### config.mk
export PLATFORM = sky130hd
export DESIGN_NAME = vnu_sqrt_step
export DESIGN_NICKNAME = d
export VERILOG_FILES = /design/src/hdl/vnu_pkg.sv /design/src/hdl/vnu_sqrt_step.sv
export SDC_FILE = /design/constraint.sdc
export NUM_CORES = 1
export LEC_CHECK = 0
export BUFFER_PORTS_ARGS = -buffer_cell sky130_fd_sc_hd__buf_2
export CAP_MARGIN = 10
export CORE_ASPECT_RATIO = 0.5
export CORE_MARGIN = 5
export CORE_UTILIZATION = 53
export DETAILED_ROUTE_END_ITERATION = 6
export PLACE_DENSITY = 0.94
export SLEW_MARGIN = 40
export SYNTH_ARGS = -nofsm -noshare
export SYNTH_HDL_FRONTEND = slang
export SYNTH_SLANG_ARGS = --single-unit
### constraint.sdc
create_clock -name vclk -period 3.2
set_input_delay 0.16 -clock vclk [all_inputs]
set_output_delay 0.16 -clock vclk [all_outputs]
set_load 0.01 [all_outputs]
### src/hdl/vnu_pkg.sv
// Shared widths and the pipeline payload type of the vector normalize unit.
`timescale 1ns / 1ps
package vnu_pkg;
	localparam int IN_W   = 16;              // input component width
	localparam int FRAC   = 14;              // fraction bits of the result
	localparam int OUT_W  = FRAC + 2;        // result component width
	localparam int LANES  = 3;               // one lane per component
	localparam int SQ_W   = 2 * IN_W;        // square and sum of squares
	localparam int N_W    = SQ_W + 2 * FRAC; // sum scaled by 2^(2*FRAC)
	localparam int RT_W   = N_W / 2;         // square root width
	localparam int RM_W   = RT_W + 2;        // square root remainder width
	localparam int NUM_W  = IN_W + 2 * FRAC; // dividend width
	localparam int Q_W    = FRAC + 1;        // quotient width
	localparam int STAGES = RT_W + Q_W + 3;  // squares, sum, root, divide, output

	typedef struct packed {
		logic                            zero;
		logic [LANES-1:0]                neg;
		logic [LANES-1:0][IN_W-1:0]      mag;
		logic [LANES-1:0][SQ_W-1:0]      sq;
		logic [SQ_W-1:0]                 s;
		logic [RT_W-1:0]                 root;
		logic [RM_W-1:0]                 rem;
		logic [LANES-1:0][NUM_W-1:0]     part;
		logic [LANES-1:0][Q_W-1:0]       quo;
		logic [LANES-1:0][OUT_W-1:0]     res;
	} pipe_t;
endpackage

### src/hdl/vnu_sqrt_step.sv
// One digit step of the restoring integer square root.
`timescale 1ns / 1ps
module vnu_sqrt_step (
	input  logic [vnu_pkg::RM_W-1:0] rem_i,
	input  logic [vnu_pkg::RT_W-1:0] root_i,
	input  logic [1:0]               pair_i,
	output logic [vnu_pkg::RM_W-1:0] rem_o,
	output logic [vnu_pkg::RT_W-1:0] root_o
);
	logic [vnu_pkg::RM_W+1:0] shifted;
	logic [vnu_pkg::RM_W+1:0] trial;
	logic [vnu_pkg::RM_W+1:0] diff;
	logic                     take;

	always_comb begin
		shifted = {rem_i, pair_i};
		trial   = {2'b00, root_i, 2'b01};
		diff    = shifted - trial;
		take    = (shifted >= trial);
		// The remainder never exceeds twice the root, so it fits RM_W bits.
		rem_o   = take ? diff[vnu_pkg::RM_W-1:0] : shifted[vnu_pkg::RM_W-1:0];
		root_o  = {root_i[vnu_pkg::RT_W-2:0], take};
	end
endmodule

Word-level counts from Yosys, hierarchy flattened
Cells that the tools add are included.
Cells by class
  add/subtract/negate cells: 1
  $lt $le $gt $ge: 1
  multiplexer cells: 1
Operators with widths (count)
  $ge 34x32->1: 1
  $mux 32: 1
  $sub 32x32->32: 1
Storage, ports and cells
  register bits: 0
  input port bits: 64
  output and inout bits: 62
  logic and storage cells: 3

Logic depth before layout (Yosys ltp)
Gate-level depths: netlist of the first run.
  depth in word-level cells: 2
  depth in mapped cells: 11
  gate-level depth less buffers: 10

Worst setup path after synthesis of the first run
Ideal clock, no wire load.
  path type: in2out
  start: in root_i[4] (netlist name)
  end: out rem_o[10] (netlist name)
  arrival: 2175 ps
  data required time: 3040 ps
  path slack: 865 ps
  stages on the path: 11
  buffers on the path: 1
  cells stage by stage: inv_1 > ha_1 > o21a_1 > o211a_1 > o21a_1 > a21oi_2 > o21ai_2 > a211oi_4 > a21oi_4 > buf_6 > mux2_4
On the way
  cells in the longest elaborated chain, start to end: 2
  elaborated cells between the ends (all ways): 3
  those cells by class: add/sub: 1; order compare: 1; mux: 1
RTL lines
  start, declared: RTL line vnu_sqrt_step.sv:5  | input logic [vnu_pkg::RT_W-1:0] root_i,
  $sub 32x32->32 or $ge 34x32->1 (tied branches): RTL line vnu_sqrt_step.sv:18, vnu_sqrt_step.sv:19
  $mux 32 (*): RTL line vnu_sqrt_step.sv:21  | rem_o = take ? diff[vnu_pkg::RM_W-1:0] : shifted[vnu_pkg::RM_W-1:0];
  end, declared: RTL line vnu_sqrt_step.sv:7  | output logic [vnu_pkg::RM_W-1:0] rem_o,
Every way passes the cells marked *; elsewhere a longest branch is shown, timed or not.

Worst setup path after layout of the first run
  start: in root_i[3] (netlist name)
  end: out rem_o[18] (netlist name)
Same word-level chain as after synthesis.

==> reports/results.ini, run 1 <==
[status]
outcome = finished, final reports clean

[final_layout]
insertedDiodeCount = 0
fin_nets = 529
seqCellArea_um2 = 0
syn2layout_area_growth_pct = 17.6
drive_gt1_frac = 0.374
fin_area_mm2 = 0.00301
utilization = 0.665
seq_cells = 0
n_clock_buffer = 0

[place]
io_buffers = 126
placed_area_mm2 = 0.00301
post-place-ws_ns = 0.408
dp_hpwl_mm = 5.60
gpl.final_weighted_congestion = 0.848

[worst_setup_path]
cp-start-kind = input pin
critPathRequiredTime_ns = 3.04
cp_max_fo = 11
cp_slowest_cell = ha_1
crit_path_cell_trace = buf_2 > inv_1 > ha_1 > o211ai_1 > a21oi_1 > o21a_1 > a21oi_2 > o21ai_2 > a211oi_4 > a21oi_4 > buf_4 > mux2_4 > buf_2
max_stage_delay_ns = 0.37
critPathBufInv = 4
crit_top_cell = buf_2
worstPathArrival_ns = 2.67
crit_type = in -> out
cp-end-kind = output pin
crit_family = compound AO/OA/AOI/OAI gates

[route]
wl_met3_um = 490
dr.pass1.iters = 5
routed_wl_mm = 6.45
ant_nets = 0
highest_layer = met4
drt_iter0_markers = 136
dr_wl_met2_mm = 3.11
wl_per_cell_um = 13.0
viasPerCell = 5.44
m1WireLength_mm = 2.82
drc = 0
vias = 2704

[floorplanning]
fp.dieH_um = 59.2
die_w_um = 108
fp-row-count = 17
core_mm2 = 0.00453
dieArea_mm2 = 0.00641
io_pins = 126
start_util = 0.566

[synth]
yosysMostFrequentCell = inv_1
netlist_instances = 344
synth-simple-area-share = 0.136
syn_area_mm2 = 0.00256
synth_xor_area_frac = 0.0991
netlist.area_leader.share = 0.156
synth_compound_area_frac = 0.262
syn_area_per_cell_um2 = 7.45
synth.top_cells.by_count = inv_1 (43), a21oi_1 (36), ha_1 (32), buf_4 (30), mux2_4 (25)
yosysSeqAreaShare = 0
yosysTopAreaCell = ha_1
syn_nets = 440
yosysWarnings = 0
synth_top_family_by_area = compound AO/OA/AOI/OAI gates
synth.distinct_cells = 52
synth.mux.area_fraction = 0.171
synth_fa_ha_area_frac = 0.156
netlist_top_cells_area = ha_1 (16%), mux2_4 (15%), buf_4 (8.8%)

[clock_tree]
hold_buffers = 0
cts_setup_buffers = 0
cts-resized-gates = 0

[timing]
tns_ns = 0
tightest_slew_ns = 0.416
fmax_mhz = 353
setup_slack_ns = 0.368
fin_crit_sh = 0.885
holdWs_ns = 0.518
setup_violations = 0
drv_slew = 0
hold_violations = 0
rsz0062_at_grt = no
slew_headroom = 0.720
min_period_ns = 2.83

[grt]
grt_pass1_vias = 2347
grt_pass1_wl_mm = 10.2
antenna_found_initial = 0
grt_max_degree = 23
grt_use_total = 0.184
grt_overflow_total = 0

[pwr]
p_seq_frac = 0
pwr-share-clk = 0
p_int_mw = 0.383
power_switching_mw = 0.381
cellPowerDensity_mw_per_mm2 = 254
p_comb_frac = 1.000
switching_share = 0.499
p_leak_nw = 1.70
peakVddDrop_v = 0.000106

[hold_path]
worstHoldPathType = in -> out

[flow_run]
max_cap_violations = 0

per-stage QoR:
stage / power [mW] / std cells
final: 0.764 / 497
after floorplan: 0.566 / 344
after detailed placement: 0.762 / 497
after global routing: 0.834 / 497
after CTS: 0.765 / 497
after global placement: 0.751 / 497
power groups by stage:
| stage | clock, mW | combinational, mW | sequential (mW) |
|---|---|---|---|
| 2_1_floorplan | 0 | 0.566 | 0 |
| 3_3_place_gp | 0 | 0.751 | 0 |
| 3_5_place_dp | 0 | 0.762 | 0 |
| 4_1_cts | 0 | 0.765 | 0 |
| 5_1_grt | 0 | 0.834 | 0 |
| 6_report | 0 | 0.764 | 0 |
layout make-up:
cell class / instances / area, um^2
tap: 66 / 82.6
multi-input combinational: 260 / 2110
fill: 397 / 1520
timing repair buffer: 128 / 658
inverter: 43 / 161
kinds of logic after synthesis:
group,Yosys count
compound gates,100
xor+xnor,29
fa+ha+maj,32
buf+inv,84
mux,31
simple gates,68
per-layer routing:
metal / GRT usage / up-vias
met4: 0.00899 / 0
met3: 0.00979 / 4
met1: 0.252 / 1221
li1: - / 1372
met5: 0 / -
met2: 0.339 / 107
worst paths after layout:
kind                  startpoint         to  slack [ns]  cells past startpoint
worst max-delay path   root_i[3]  rem_o[18]        0.37                     13
worst min-delay path   root_i[0]  root_o[1]        0.52                      2
cells in the final DEF (no fill, tap or decap), types with 3 or more instances in the layout:
master,netlist,final
nor3_1,9,9
nand2b_1,4,4
o31ai_1,3,3
mux2_1,3,3
nand3_1,4,4
o21ai_1,9,9
a21o_1,7,7
mux2i_1,3,3
nand2_1,20,20
o21bai_1,3,3
nand4_1,6,6
ha_1,32,32
mux2_4,25,25
o211ai_1,6,6
xor2_1,10,10
nor2b_1,3,3
inv_1,43,43
o21ai_0,8,8
and3_1,5,5
xnor2_1,19,19
a21oi_1,36,36
o21a_1,7,7
nor2_1,7,7
buf_2,1,126
No activity file was read; power rests on OpenSTA's default activity.
==> run 2: changes to the inputs <==
--- a/config.mk
+++ b/config.mk
@@ -5,13 +5,16 @@
 export SDC_FILE = /design/constraint.sdc
 export NUM_CORES = 1
 export LEC_CHECK = 0
+export ABC_AREA = 1
 export BUFFER_PORTS_ARGS = -buffer_cell sky130_fd_sc_hd__buf_2
 export CAP_MARGIN = 10
+export CELL_PAD_IN_SITES_DETAIL_PLACEMENT = 2
+export CELL_PAD_IN_SITES_GLOBAL_PLACEMENT = 2
 export CORE_ASPECT_RATIO = 0.5
 export CORE_MARGIN = 5
-export CORE_UTILIZATION = 53
+export CORE_UTILIZATION = 26
 export DETAILED_ROUTE_END_ITERATION = 6
-export PLACE_DENSITY = 0.94
+export PLACE_DENSITY = 0.93
 export SLEW_MARGIN = 40
 export SYNTH_ARGS = -nofsm -noshare
 export SYNTH_HDL_FRONTEND = slang
==> run 2 against run 1 <==
Net effect: routed wire length grew 140%; critical path depth rose by 1; hold slack improved by 0.0018 ns; sequential share of layout area unchanged; global-route usage is 0.46 points higher; cell count grew 88%; area after synthesis is 33% higher; maximum frequency grew 6.9%; non-clock buffer count grew 1; critical path type unchanged; critical endpoint is now rem_o[1]; largest cell class unchanged.
==> reports/results.ini, run 2 <==
[status]
outcome = finished, final reports clean

[synth]
netlist_instances = 677  ; +97%
yosysWarnings = 0  ; unchanged
netlist.area_leader.share = 0.300  ; +0.144
synth.distinct_cells = 30  ; -42%
syn_area_mm2 = 0.00341  ; +33%
synth.top_cells.by_count = nand2_1 (273), inv_1 (145), nand3_1 (56), ha_1 (32)
yosysSeqAreaShare = 0  ; unchanged
yosysMostFrequentCell = nand2_1
syn_area_per_cell_um2 = 5.04  ; -32%
netlist_top_cells_area = nand2_1 (30%), inv_1 (16%), ha_1 (12%)
syn_nets = 773  ; +76%
yosysTopAreaCell = nand2_1

[pwr]
peakVddDrop_v = 0.0000711  ; -33%
p_leak_nw = 2.68  ; +58%
cellPowerDensity_mw_per_mm2 = 208  ; -18%

[timing]
drv_slew = 0  ; unchanged
tns_ns = 0  ; unchanged
min_period_ns = 2.65  ; -0.183 ns
hold_violations = 0  ; unchanged
fin_crit_sh = 0.828  ; -0.0570
setup_violations = 0  ; unchanged
slew_headroom = 0.615  ; -0.105
fmax_mhz = 378  ; +6.9%
rsz0062_at_grt = no
tightest_slew_ns = 0.573  ; +0.157 ns

[floorplanning]
io_pins = 126  ; unchanged
core_mm2 = 0.0128  ; +180%
die_w_um = 172  ; +59%
fp-row-count = 29  ; +12
dieArea_mm2 = 0.0157  ; +140%
fp.dieH_um = 91.0  ; +54%
start_util = 0.267  ; -0.299

[route]
drt_iter0_markers = 94  ; -31%
viasPerCell = 4.65  ; -15%
ant_nets = 0  ; unchanged
drc = 0  ; unchanged
dr.pass1.iters = 4  ; -1
vias = 4354  ; +61%
routed_wl_mm = 15.2  ; +140%
wl_per_cell_um = 16.3  ; +26%

[grt]
grt_overflow_total = 0  ; unchanged
grtUsageMet1 = 0.254  ; +0.00201
grt_pass1_wl_mm = 24.7  ; +140%
grt_use_total = 0.189  ; +0.00460
grt_max_degree = 35  ; +52%
grt-busiest-layer = met2
grt_use_met2 = 0.349  ; +0.00980
grt_pass1_vias = 4884  ; +110%
grtUsageMet3 = 0.00998  ; +0.000185
antenna_found_initial = 0  ; unchanged

[worst_setup_path]
cp-startpoint = rem_i[3]
cp-end-kind = output pin
worstPathArrival_ns = 2.49  ; -0.18 ns
crit_type = in -> out
cp-start-kind = input pin
cp_max_fo = 34  ; +23
critPathRequiredTime_ns = 3.04  ; about the same

[final_layout]
layout_common_cells = nand2_1 (273), inv_1 (145), buf_2 (126)
fin_area_mm2 = 0.00398  ; +32%
seqCellArea_um2 = 0  ; unchanged
insertedDiodeCount = 0  ; unchanged
layout_commonest_cell = nand2_1
n_clock_buffer = 0  ; unchanged
drive_gt1_frac = 0.221  ; -0.153
seq_cells = 0  ; unchanged
fin_nets = 864  ; +63%
syn2layout_area_growth_pct = 16.5

[hold_path]
hold_start = root_i[24]
worstHoldPathCells = 2  ; unchanged
worstHoldPathType = in -> out
hold_end = root_o[25]

[place]
gpl.final_weighted_congestion = 0.897  ; +5.8%
dp_hpwl_mm = 13.9  ; +150%
placed_area_mm2 = 0.00398  ; +32%
io_buffers = 126  ; unchanged

[clock_tree]
cts-resized-gates = 0  ; unchanged
hold_buffers = 0  ; unchanged
cts_setup_buffers = 0  ; unchanged

[flow_run]
max_cap_violations = 0  ; unchanged

run 2: kinds of logic after synthesis:
kind of cell	Yosys count	synth area share
AND/OR/NAND/NOR	418	0.555
buffers and inverters	190	0.254
adder cells (fa/ha/maj)	32	0.117
AO/OA/AOI/OAI	24	0.0407
XOR/XNOR	13	0.0333
run 2: stage by stage:
| step | utilization | hold WS [ns] | worst slack [ns] | total power [mW] | cells |
|---|---|---|---|---|---|
| global placement | 0.311 | 0.520 | 0.706 | 0.789 | 936 |
| finish | 0.311 | 0.520 | 0.551 | 0.826 | 936 |
| CTS | 0.311 | 0.524 | 0.539 | 0.839 | 936 |
| floorplan | - | 0.412 | 1.45 | 0.547 | 677 |
| detailed placement | 0.311 | 0.523 | 0.549 | 0.836 | 936 |
| global route | 0.311 | 0.530 | 0.363 | 0.929 | 936 |
run 2: final cells by class:
cell class	count	area, um^2
inverters	150	563
fillers	1742	8790
well taps	170	213
repair buffers	129	653
multi-input cells	487	2550
run 2: worst max-delay path: stages:
cell and delay (ns):
buf_2 0.11, ha_1 0.34, nand2_1 0.17, inv_1 0.08
nand2_1 0.09, nand2_1 0.05, nand2_1 0.07, nand3_2 0.13
nand2_1 0.13, nand2_1 0.15, nand2_4 0.29, nand2_8 0.25
o21ai_0 0.28, buf_2 0.17
run 2: power by group:
part	leakage [nW]	internal (mW)	switching (mW)
Sequential	0	0	0
Clock	0	0	0
Combinational	2.68	0.293	0.533
Total	2.68	0.293	0.533
run 2: worst max path at each step:
| stage | to | slack [ns] | cells after the start |
|---|---|---|---|
| floorplan | rem_o[26] | 1.45 | 14 |
| global placement | rem_o[1] | 0.71 | 14 |
| detailed placement | rem_o[1] | 0.55 | 14 |
| finish | rem_o[1] | 0.55 | 14 |
| CTS | rem_o[1] | 0.54 | 14 |
| global route | rem_o[1] | 0.36 | 15 |
run 2: metal layers:
metal | wire length [um] | up-vias
met5 | 0 | -
met4 | 82 | 0
met3 | 673 | 8
met2 | 7450 | 68
met1 | 7040 | 2092
li1 | - | 2186
