**src/hdl/vnu_pkg.sv**
```systemverilog
// Shared widths and the pipeline payload type of the vector normalize unit.
`timescale 1ns / 1ps
package vnu_pkg;
	localparam int IN_W   = 16;              // input component width
	localparam int FRAC   = 14;              // fraction bits of the result
	localparam int OUT_W  = FRAC + 2;        // result component width
	localparam int LANES  = 3;               // one lane per component
	localparam int SQ_W   = 2 * IN_W;        // square and sum of squares
	localparam int N_W    = SQ_W + 2 * FRAC; // sum scaled by 2^(2*FRAC)
	localparam int RT_W   = N_W / 2;         // square root width
	localparam int RM_W   = RT_W + 2;        // square root remainder width
	localparam int NUM_W  = IN_W + 2 * FRAC; // dividend width
	localparam int Q_W    = FRAC + 1;        // quotient width
	localparam int STAGES = RT_W + Q_W + 3;  // squares, sum, root, divide, output

	typedef struct packed {
		logic                            zero;
		logic [LANES-1:0]                neg;
		logic [LANES-1:0][IN_W-1:0]      mag;
		logic [LANES-1:0][SQ_W-1:0]      sq;
		logic [SQ_W-1:0]                 s;
		logic [RT_W-1:0]                 root;
		logic [RM_W-1:0]                 rem;
		logic [LANES-1:0][NUM_W-1:0]     part;
		logic [LANES-1:0][Q_W-1:0]       quo;
		logic [LANES-1:0][OUT_W-1:0]     res;
	} pipe_t;
endpackage

```
**src/hdl/vnu_div_step.sv**
```systemverilog
// One quotient bit of a restoring divider lane.
`timescale 1ns / 1ps
module vnu_div_step (
	input  logic [vnu_pkg::NUM_W-1:0] part_i,
	input  logic [vnu_pkg::NUM_W-1:0] dsh_i,
	output logic [vnu_pkg::NUM_W-1:0] part_o,
	output logic                      bit_o
);
	always_comb begin
		bit_o  = (part_i >= dsh_i);
		part_o = bit_o ? (part_i - dsh_i) : part_i;
	end
endmodule

```
**config.mk**
```make
export PLATFORM = sky130hd
export DESIGN_NAME = vnu_div_step
export DESIGN_NICKNAME = d
export VERILOG_FILES = /design/src/hdl/vnu_pkg.sv /design/src/hdl/vnu_div_step.sv
export SDC_FILE = /design/constraint.sdc
export NUM_CORES = 1
export LEC_CHECK = 0
export ABC_CLOCK_PERIOD_IN_PS = 4170
export BUFFER_PORTS_ARGS = -buffer_cell sky130_fd_sc_hd__buf_2
export CORE_MARGIN = 2
export CORE_UTILIZATION = 50
export DETAILED_ROUTE_END_ITERATION = 16
export GPL_ROUTABILITY_DRIVEN = 1
export PLACE_DENSITY = 0.81
export SYNTH_ARGS = -nofsm -noshare
export SYNTH_HDL_FRONTEND = slang
export SYNTH_SLANG_ARGS = --single-unit
```
**constraint.sdc**
```tcl
create_clock -name vclk -period 4.17
set_clock_uncertainty 0.15 [all_clocks]
set_input_delay 0.417 -clock vclk [all_inputs]
set_output_delay 0.417 -clock vclk [all_outputs]
set_load 0.02 [all_outputs]
```
Word-level counts from Yosys, hierarchy flattened
Cells that the tools add are included.
- bits in registers: 0
- latch bits: 0
- memory bits (writable): 0
- bits in read-only memories: 0
- input port bits: 88
- output and inout bits: 45
- word-level logic and storage cells: 3
- memories: 0
- add/subtract/negate cells: 1
- $mul: 0
- div/mod/pow operators: 0
- magnitude comparators: 1
- eq/ne operators: 0
- shift-type cells: 0
- multiplexer cells: 1
- bitwise logic cells: 0
- reduce and logical (&&, ||, !) cells: 0
- operator list (kind ; count):
    greater-or-equal comparator 44 bit ; 1
    two-way mux 44 bit ; 1
    subtractor 44 bit ; 1

Longest topological paths before layout
Gate-level depths: netlist of the first run.
- depth after elaboration: 2
- depth in mapped cells: 13
- mapped depth without buffers: 12

Worst setup path after synthesis of the first run
Ideal clock, no wire load.
- path type: input to output
- from: in dsh_i[35] in the netlist's numbering
- to: out part_o[0] in the netlist's numbering
- arrival: 3.259 ns
- data required time: 3.603 ns
- setup slack: 0.344 ns
- stages on the path: 12
- path buffers: 1
- cell sequence: inv_1 > ha_1 > a21o_1 > a221oi_2 > a211oi_1 > a211o_1 > a2111o_1 > o311a_4 > nor2_2 > inv_2 > buf_2 > a21oi_1
- longest elaborated chain between the ends: 2
- ends and longest elaborated chain (element ; line ; source):
    start, declared ; vnu_div_step.sv:5 ; input logic [vnu_pkg::NUM_W-1:0] dsh_i,
    greater-or-equal comparator 44 bit ; vnu_div_step.sv:10 ; bit_o = (part_i >= dsh_i);
    net bit_o ; vnu_div_step.sv:7 ; output logic bit_o
    two-way mux 44 bit ; vnu_div_step.sv:11 ; part_o = bit_o ? (part_i - dsh_i) : part_i;
    end, declared ; vnu_div_step.sv:6 ; output logic [vnu_pkg::NUM_W-1:0] part_o,
The timed path passes the listed nets, and every way through them passes these cells.

Worst setup path after layout of the first run
- from: in part_i[37] in the netlist's numbering
- to: out part_o[4] in the netlist's numbering
- longest elaborated chain between the ends: 2
- ends and longest elaborated chain (element ; line ; source):
    start, declared ; vnu_div_step.sv:4 ; input logic [vnu_pkg::NUM_W-1:0] part_i,
    greater-or-equal comparator 44 bit ; vnu_div_step.sv:10 ;
    two-way mux 44 bit ; vnu_div_step.sv:11 ;
No other way between the ends.

==> metrics.md, run 1 <==
| Metric | Value |
|---|---|
| Status | `completed` |
| Worst path arrival time | `3.41 ns` |
| N_diodes | `0` |
| Min Tclk post-route | `3.978 ns` |
| 1st-pass router iterations | `5` |
| Placement Setup Slack | `0.1392 ns` |
| RSZ-0062 raised after global routing | `false` |
| Critical Path End Type | `primary output` |
| Avg Cell Area, Syn | `6.646 sq um` |
| Number of library cell types mapped by synthesis | `58` |
| Layout cell share with drive strength beyond 1 | `27.74%` |
| Tot GR Track Use | `27.44%` |
| Antenna-violating nets left | `0` |
| Setup TNS | `0 ns` |
| Initial core utilization | `51.75%` |
| Seq/Total Area, Yosys | `0%` |
| Least-Margin Pin Slew | `0.5151 ns` |
| Placer Congestion | `0.9663` |
| P_leak | `2.307 nW` |
| WP data required | `3.60 ns` |
| Setup CP Type | `input port to primary output` |
| Sw power | `0.4689 mW` |
| Largest net degree at the start of global routing | `23` |
| P_int | `0.3595 mW` |
| Synth top area share | `15.66%` |
| Die Span Y | `87.86 um` |
| Area contributors post-synth | `ha_1 16%, mux2_4 8.5%, a21oi_1 7.1%, inv_1 6.4%, xnor2_1 5.0%` |
| Most common cell in the synthesized netlist | `inv_1` |
| Initial antenna violation count | `0` |
| Startpoint Class | `input port` |
| Max-cap viol count | `0` |
| Pwr dens | `189.8 mW/mm^2` |
| Wire per inst | `14.46 um` |
| Combinational power share | `100.0%` |
| Setup ws final | `0.1920 ns` |
| Syn Inst Count | `529` |
| Cell Rows | `30` |
| Max Clk Rate | `251.4 MHz` |
| Final Cycle Share | `95.40%` |
| FFs & Latches | `0` |
| Sequential share of power | `0%` |
| Dpl hpwl | `9.236 mm` |
| Routed WL | `10.87 mm` |
| Area leader, netlist | `ha_1` |
| Rel. slew slack | `65.62%` |
| # IOs | `133` |
| Sw frac | `56.60%` |
| Hold Vio Cnt, Final | `0` |
| Nets | `791` |
| Via count | `4,417` |
| Post-route DRC violation count | `0` |
| Cts-stage hold buffer count | `0` |
| Setup Viol. Count Final | `0` |
| Area Overhead vs Synth | `24.16%` |
| Core area | `0.006794 sq mm` |
| Peak VDD IR | `106.5 uV` |
| Die W | `87.86 um` |
| Total grt overflow | `0` |
| Cell Area, Synth | `0.003516 sq mm` |
| Hold Path Class | `input port to primary output` |
| First-pass GRT wire length | `17.80 mm` |
| Vias in the first global route | `4,115` |
| Port bufs | `133` |
| Slew Viols, Final | `0` |
| Sequential Area | `0 sq um` |
| Via/cell ratio | `5.874` |
| Die ar. | `0.007719 sq mm` |
| Commonest cells in the synthesized netlist | `60 x inv_1, 50 x a21oi_1, 44 x ha_1` |
| DRT iter0 DRCs | `159` |
| Hold_ws | `1.034 ns` |
| Clock buf count | `0` |
| Synth warn | `0` |
| Total power draw | `0.8285 mW` |
| Crit Path Max Fanout | `22` |
| Clk network pwr share | `0%` |
| Post-synthesis net count | `662` |
[routing by layer]
| metal | wire length (um) | GRT usage [%] | vias to the layer above |
|---|---|---|---|
| li1 | - | - | 2191 |
| met1 | 4857 | 36.05 | 2021 |
| met2 | 5077 | 48.90 | 186 |
| met3 | 779 | 2.639 | 19 |
| met4 | 157 | 5.035 | 0 |
| met5 | 0 | 0 | - |
[layout make-up]
class / count / area, sq um
timing repair buffer: 154 / 839.6
fill: 654 / 2429
tap: 96 / 120.1
inverter: 61 / 229.0
multi-input combinational: 441 / 3177
[power by group through the flow]
stage          clock network, mW  logic (mW)  registers (mW)
6_report                       0       0.828               0
5_1_grt                        0       0.905               0
4_1_cts                        0       0.819               0
3_5_place_dp                   0       0.815               0
3_3_place_gp                   0       0.804               0
2_1_floorplan                  0       0.581               0
[repair_timing]
item                                    4_1_cts  5_1_grt
buffers inserted                              0        1
gates resized for setup                       0        3
endpoints found under the setup margin        0       26
endpoints found under the hold margin         0        0
[kinds of logic (layout without fill, tap and decap cells)]
family	after synthesis	in the layout	share of synthesized area, %
compound gates	174	174	33.45
xor+xnor	29	29	7.224
fa+ha+maj	45	45	16.23
buf+inv	88	215	9.929
mux	25	25	10.14
simple gates	168	168	23.03
[critical path, stage by stage]
cell,delay [ns]
buf_2,0.10
ha_1,0.32
and2_1,0.18
a221oi_2,0.27
a211oi_1,0.11
a211o_1,0.30
a2111o_1,0.43
o311a_4,0.43
nor2_2,0.13
inv_2,0.07
buf_12,0.16
mux2_1,0.31
buf_2,0.16
[path summary, 6_finish.rpt]
| kind | start | endpoint | slack, ns | depth (start not counted) |
|---|---|---|---|---|
| worst max-delay path | part_i[37] | part_o[4] | 0.19 | 13 |
| worst min-delay path | part_i[3] | part_o[3] | 1.03 | 3 |
[per-stage QoR]
| step | instance area (sq um) | util [%] | instances |
|---|---|---|---|
| 4_1_cts | 4344 | 63.94 | 751 |
| 6_report | 4365 | 64.25 | 752 |
| 3_5_place_dp | 4344 | 63.94 | 751 |
| 3_3_place_gp | 4344 | 63.94 | 751 |
| 2_1_floorplan | 3516 | - | 529 |
| 5_1_grt | 4365 | 64.25 | 752 |
[placed cells by master (no fill, tap or decap), drive strengths merged, types with 5 or more instances in the layout]
master and n:
a211oi 6, a21boi 5, a21o 17, a21oi 50
a31oi 6, and3 11, buf 154, ha 44
inv 61, mux2 25, nand2 39, nand3 22
nand4 15, nor2 42, nor3 17, o21a 10
o21ai 27, o21bai 9, o31ai 10, xnor2 20
xor2 9
Power figures use the tool's default switching activity.
==> inputs of run 2 (changes only) <==
- ABC_CLOCK_PERIOD_IN_PS: 4170 -> 3800
- clock period: 4.17 -> 3.8 ns (I/O delays scaled with it)
==> run 2 against run 1 <==
Compared with the run above:
- clock-buffer cell count did not move
- core utilization rose by 5.6 points
- final area rose by 8.7%
- wire length rose by 7.3%
- first-iteration DRC count rose by 79%
- critical path depth did not move
- non-clock buffer count rose by 28
- sequential share of layout area did not move
- combinational power rose by 20%
- setup slack got worse by 0.12 ns
- critical endpoint is now part_o[33]
==> metrics.md, run 2 (synthesis results as in run 1) <==
| Metric | Value |
|---|---|
| First-pass GRT wire length | `18.27 mm (was 17.80 mm)` |
| Dpl hpwl | `9.600 mm (was 9.236 mm)` |
| Top layer in use | `met4 (unchanged)` |
| Total power draw | `0.9952 mW (was 0.8285 mW)` |
| Max-cap viol count | `0 (unchanged)` |
| Placer Congestion | `0.9650 (was 0.9663)` |
| Rel. slew slack | `66.65% (was 65.62%)` |
| 1st-pass router iterations | `5 (unchanged)` |
| Port bufs | `133 (unchanged)` |
| Vias in the first global route | `4,249 (was 4,115)` |
| DRT iter0 DRCs | `285 (was 159)` |
| Layout fillers | `605 (was 654)` |
| Hold Path Class | `input port to primary output (unchanged)` |
| P_leak | `2.471 nW (was 2.307 nW)` |
| Antenna-violating nets left | `0 (unchanged)` |
| Pwr dens | `209.7 mW/mm^2 (was 189.8 mW/mm^2)` |
| Area of the multi-input gates | `0.003294 sq mm (was 0.003177 sq mm)` |
| Tot GR Track Use | `28.17% (was 27.44%)` |
| Met2 WL | `5.499 mm (was 5.077 mm)` |
| Met3 WL post-DR | `850 um (was 779 um)` |
| Final core occ | `69.85% (was 64.25%)` |
| Hold Vio Cnt, Final | `0 (unchanged)` |
| Peak VDD IR | `137.3 uV (was 106.5 uV)` |
| Die Span Y | `87.86 um (unchanged)` |
| Initial antenna violation count | `0 (unchanged)` |
| Min Tclk post-route | `3.732 ns` |
| Least-Margin Pin Slew | `0.4938 ns (was 0.5151 ns)` |
| Area Overhead vs Synth | `34.98% (was 24.16%)` |
| Critical Path End Type | `primary output (unchanged)` |
| Placement Setup Slack | `-0.1034 ns (was 0.1392 ns)` |
| Slew Viols, Final | `0 (unchanged)` |
| Clock buf count | `0 (unchanged)` |
| # IOs | `133 (unchanged)` |
| N_diodes | `0 (unchanged)` |
| Core area | `0.006794 sq mm (unchanged)` |
| RSZ-0062 raised after global routing | `true (was false)` |
| Most frequent cells in the layout | `128 x buf_2, 59 x inv_1, 48 x buf_4, 46 x a21oi_1, 41 x ha_1 (was 133 x buf_2, 60 x inv_1, 49 x a21oi_1, 44 x ha_1, 41 x nor2_1)` |
| Via count | `4,555 (was 4,417)` |
| Die W | `87.86 um (unchanged)` |
| Hold_ws | `0.9480 ns (was 1.034 ns)` |
| Worst path arrival time | `3.20 ns (was 3.41 ns)` |
| Cell Rows | `30 (unchanged)` |
| Max Clk Rate | `268.0 MHz` |
| Sequential Area | `0 sq um (unchanged)` |
| Status | `completed (unchanged)` |
| Via/cell ratio | `5.840 (was 5.874)` |
| Final Cycle Share | `98.20%` |
| Setup TNS | `0 ns (unchanged)` |
| Die ar. | `0.007719 sq mm (unchanged)` |
| Wire per inst | `14.95 um (was 14.46 um)` |
| CP startpoint | `part_i[13] (was part_i[37])` |
| Cts-stage hold buffer count | `0 (unchanged)` |
| Largest net degree at the start of global routing | `18 (was 23)` |
| Setup CP Type | `input port to primary output (unchanged)` |
| Post-route DRC violation count | `0 (unchanged)` |
| Routed WL | `11.66 mm (was 10.87 mm)` |
| Commonest non-fill, non-tap cell in the layout | `buf_2 (unchanged)` |
| Initial core utilization | `51.75% (unchanged)` |
| Layout cell share with drive strength beyond 1 | `33.63% (was 27.74%)` |
| Total grt overflow | `0 (unchanged)` |
| Startpoint Class | `input port (unchanged)` |
| Post-DP Area | `0.004559 sq mm (was 0.004344 sq mm)` |
| Final instance area | `0.004746 sq mm (was 0.004365 sq mm)` |
| WHS Path Cells | `3 (unchanged)` |
| FFs & Latches | `0 (unchanged)` |
| Crit path to | `part_o[33] (was part_o[4])` |
| Metal-1 WL | `5.131 mm (was 4.857 mm)` |
| Dpl cells | `778 (was 751)` |
| Final Instance Count excl. Fillers | `780 (was 752)` |
| Nets | `819 (was 791)` |
| Crit Path Max Fanout | `13 (was 22)` |
| Setup ws final | `0.06828 ns (was 0.1920 ns)` |
| Setup Viol. Count Final | `0 (unchanged)` |
| WP data required | `3.27 ns (was 3.60 ns)` |
[run 2: cell types whose count changed in the layout (fill, tap and decap cells not counted), sizes merged]
cell | before | now
buf | 154 | 181
clkbuf | 0 | 1
[run 2: layer usage]
layer | vias up | track usage [%]
met2 | 210 | 51.03
met5 | - | 0
met4 | 0 | 5.315
met1 | 2077 | 36.52
met3 | 18 | 2.262
li1 | 2250 | -
[run 2: timing repair]
action | 4_1_cts | 5_1_grt
endpoints found under the setup margin | 25 | 35
resized for setup | 3 | 33
buffers inserted | 1 | 0
gates cloned | 0 | 1
pin swaps | 2 | 11
[run 2: where the power goes]
group,total [mW],internal (mW),leakage (nW),switching (mW)
clock,0,0,0,0
sequential,0,0,0,0
combinational,0.995,0.448,2.47,0.547
total,0.995,0.448,2.47,0.547
[run 2: how the worst min path moves through the flow]
stage / from / to / slack [ns]
3_3_place_gp: part_i[7] / part_o[7] / 0.95
6_report: part_i[4] / part_o[4] / 0.95
5_1_grt: part_i[4] / part_o[4] / 0.96
3_5_place_dp: part_i[3] / part_o[3] / 0.95
4_1_cts: part_i[3] / part_o[3] / 0.96
2_1_floorplan: part_i[10] / part_o[10] / 0.77
[run 2: area by class of cell]
class / instances / area share [%]
multi-input combinational: 441 / 69.42
inverter: 61 / 4.877
timing repair buffer: 182 / 23.17
tap: 96 / 2.531
[run 2: worst max-delay path: stages]
cell and delay, ns:
buf_2 0.11, ha_1 0.35, a21oi_2 0.20, o21ai_1 0.11
a221oi_2 0.30, o21ai_2 0.11, a2111o_1 0.46, o311a_4 0.34
nor2_4 0.14, inv_4 0.08, buf_12 0.16, mux2_4 0.29
buf_2 0.16
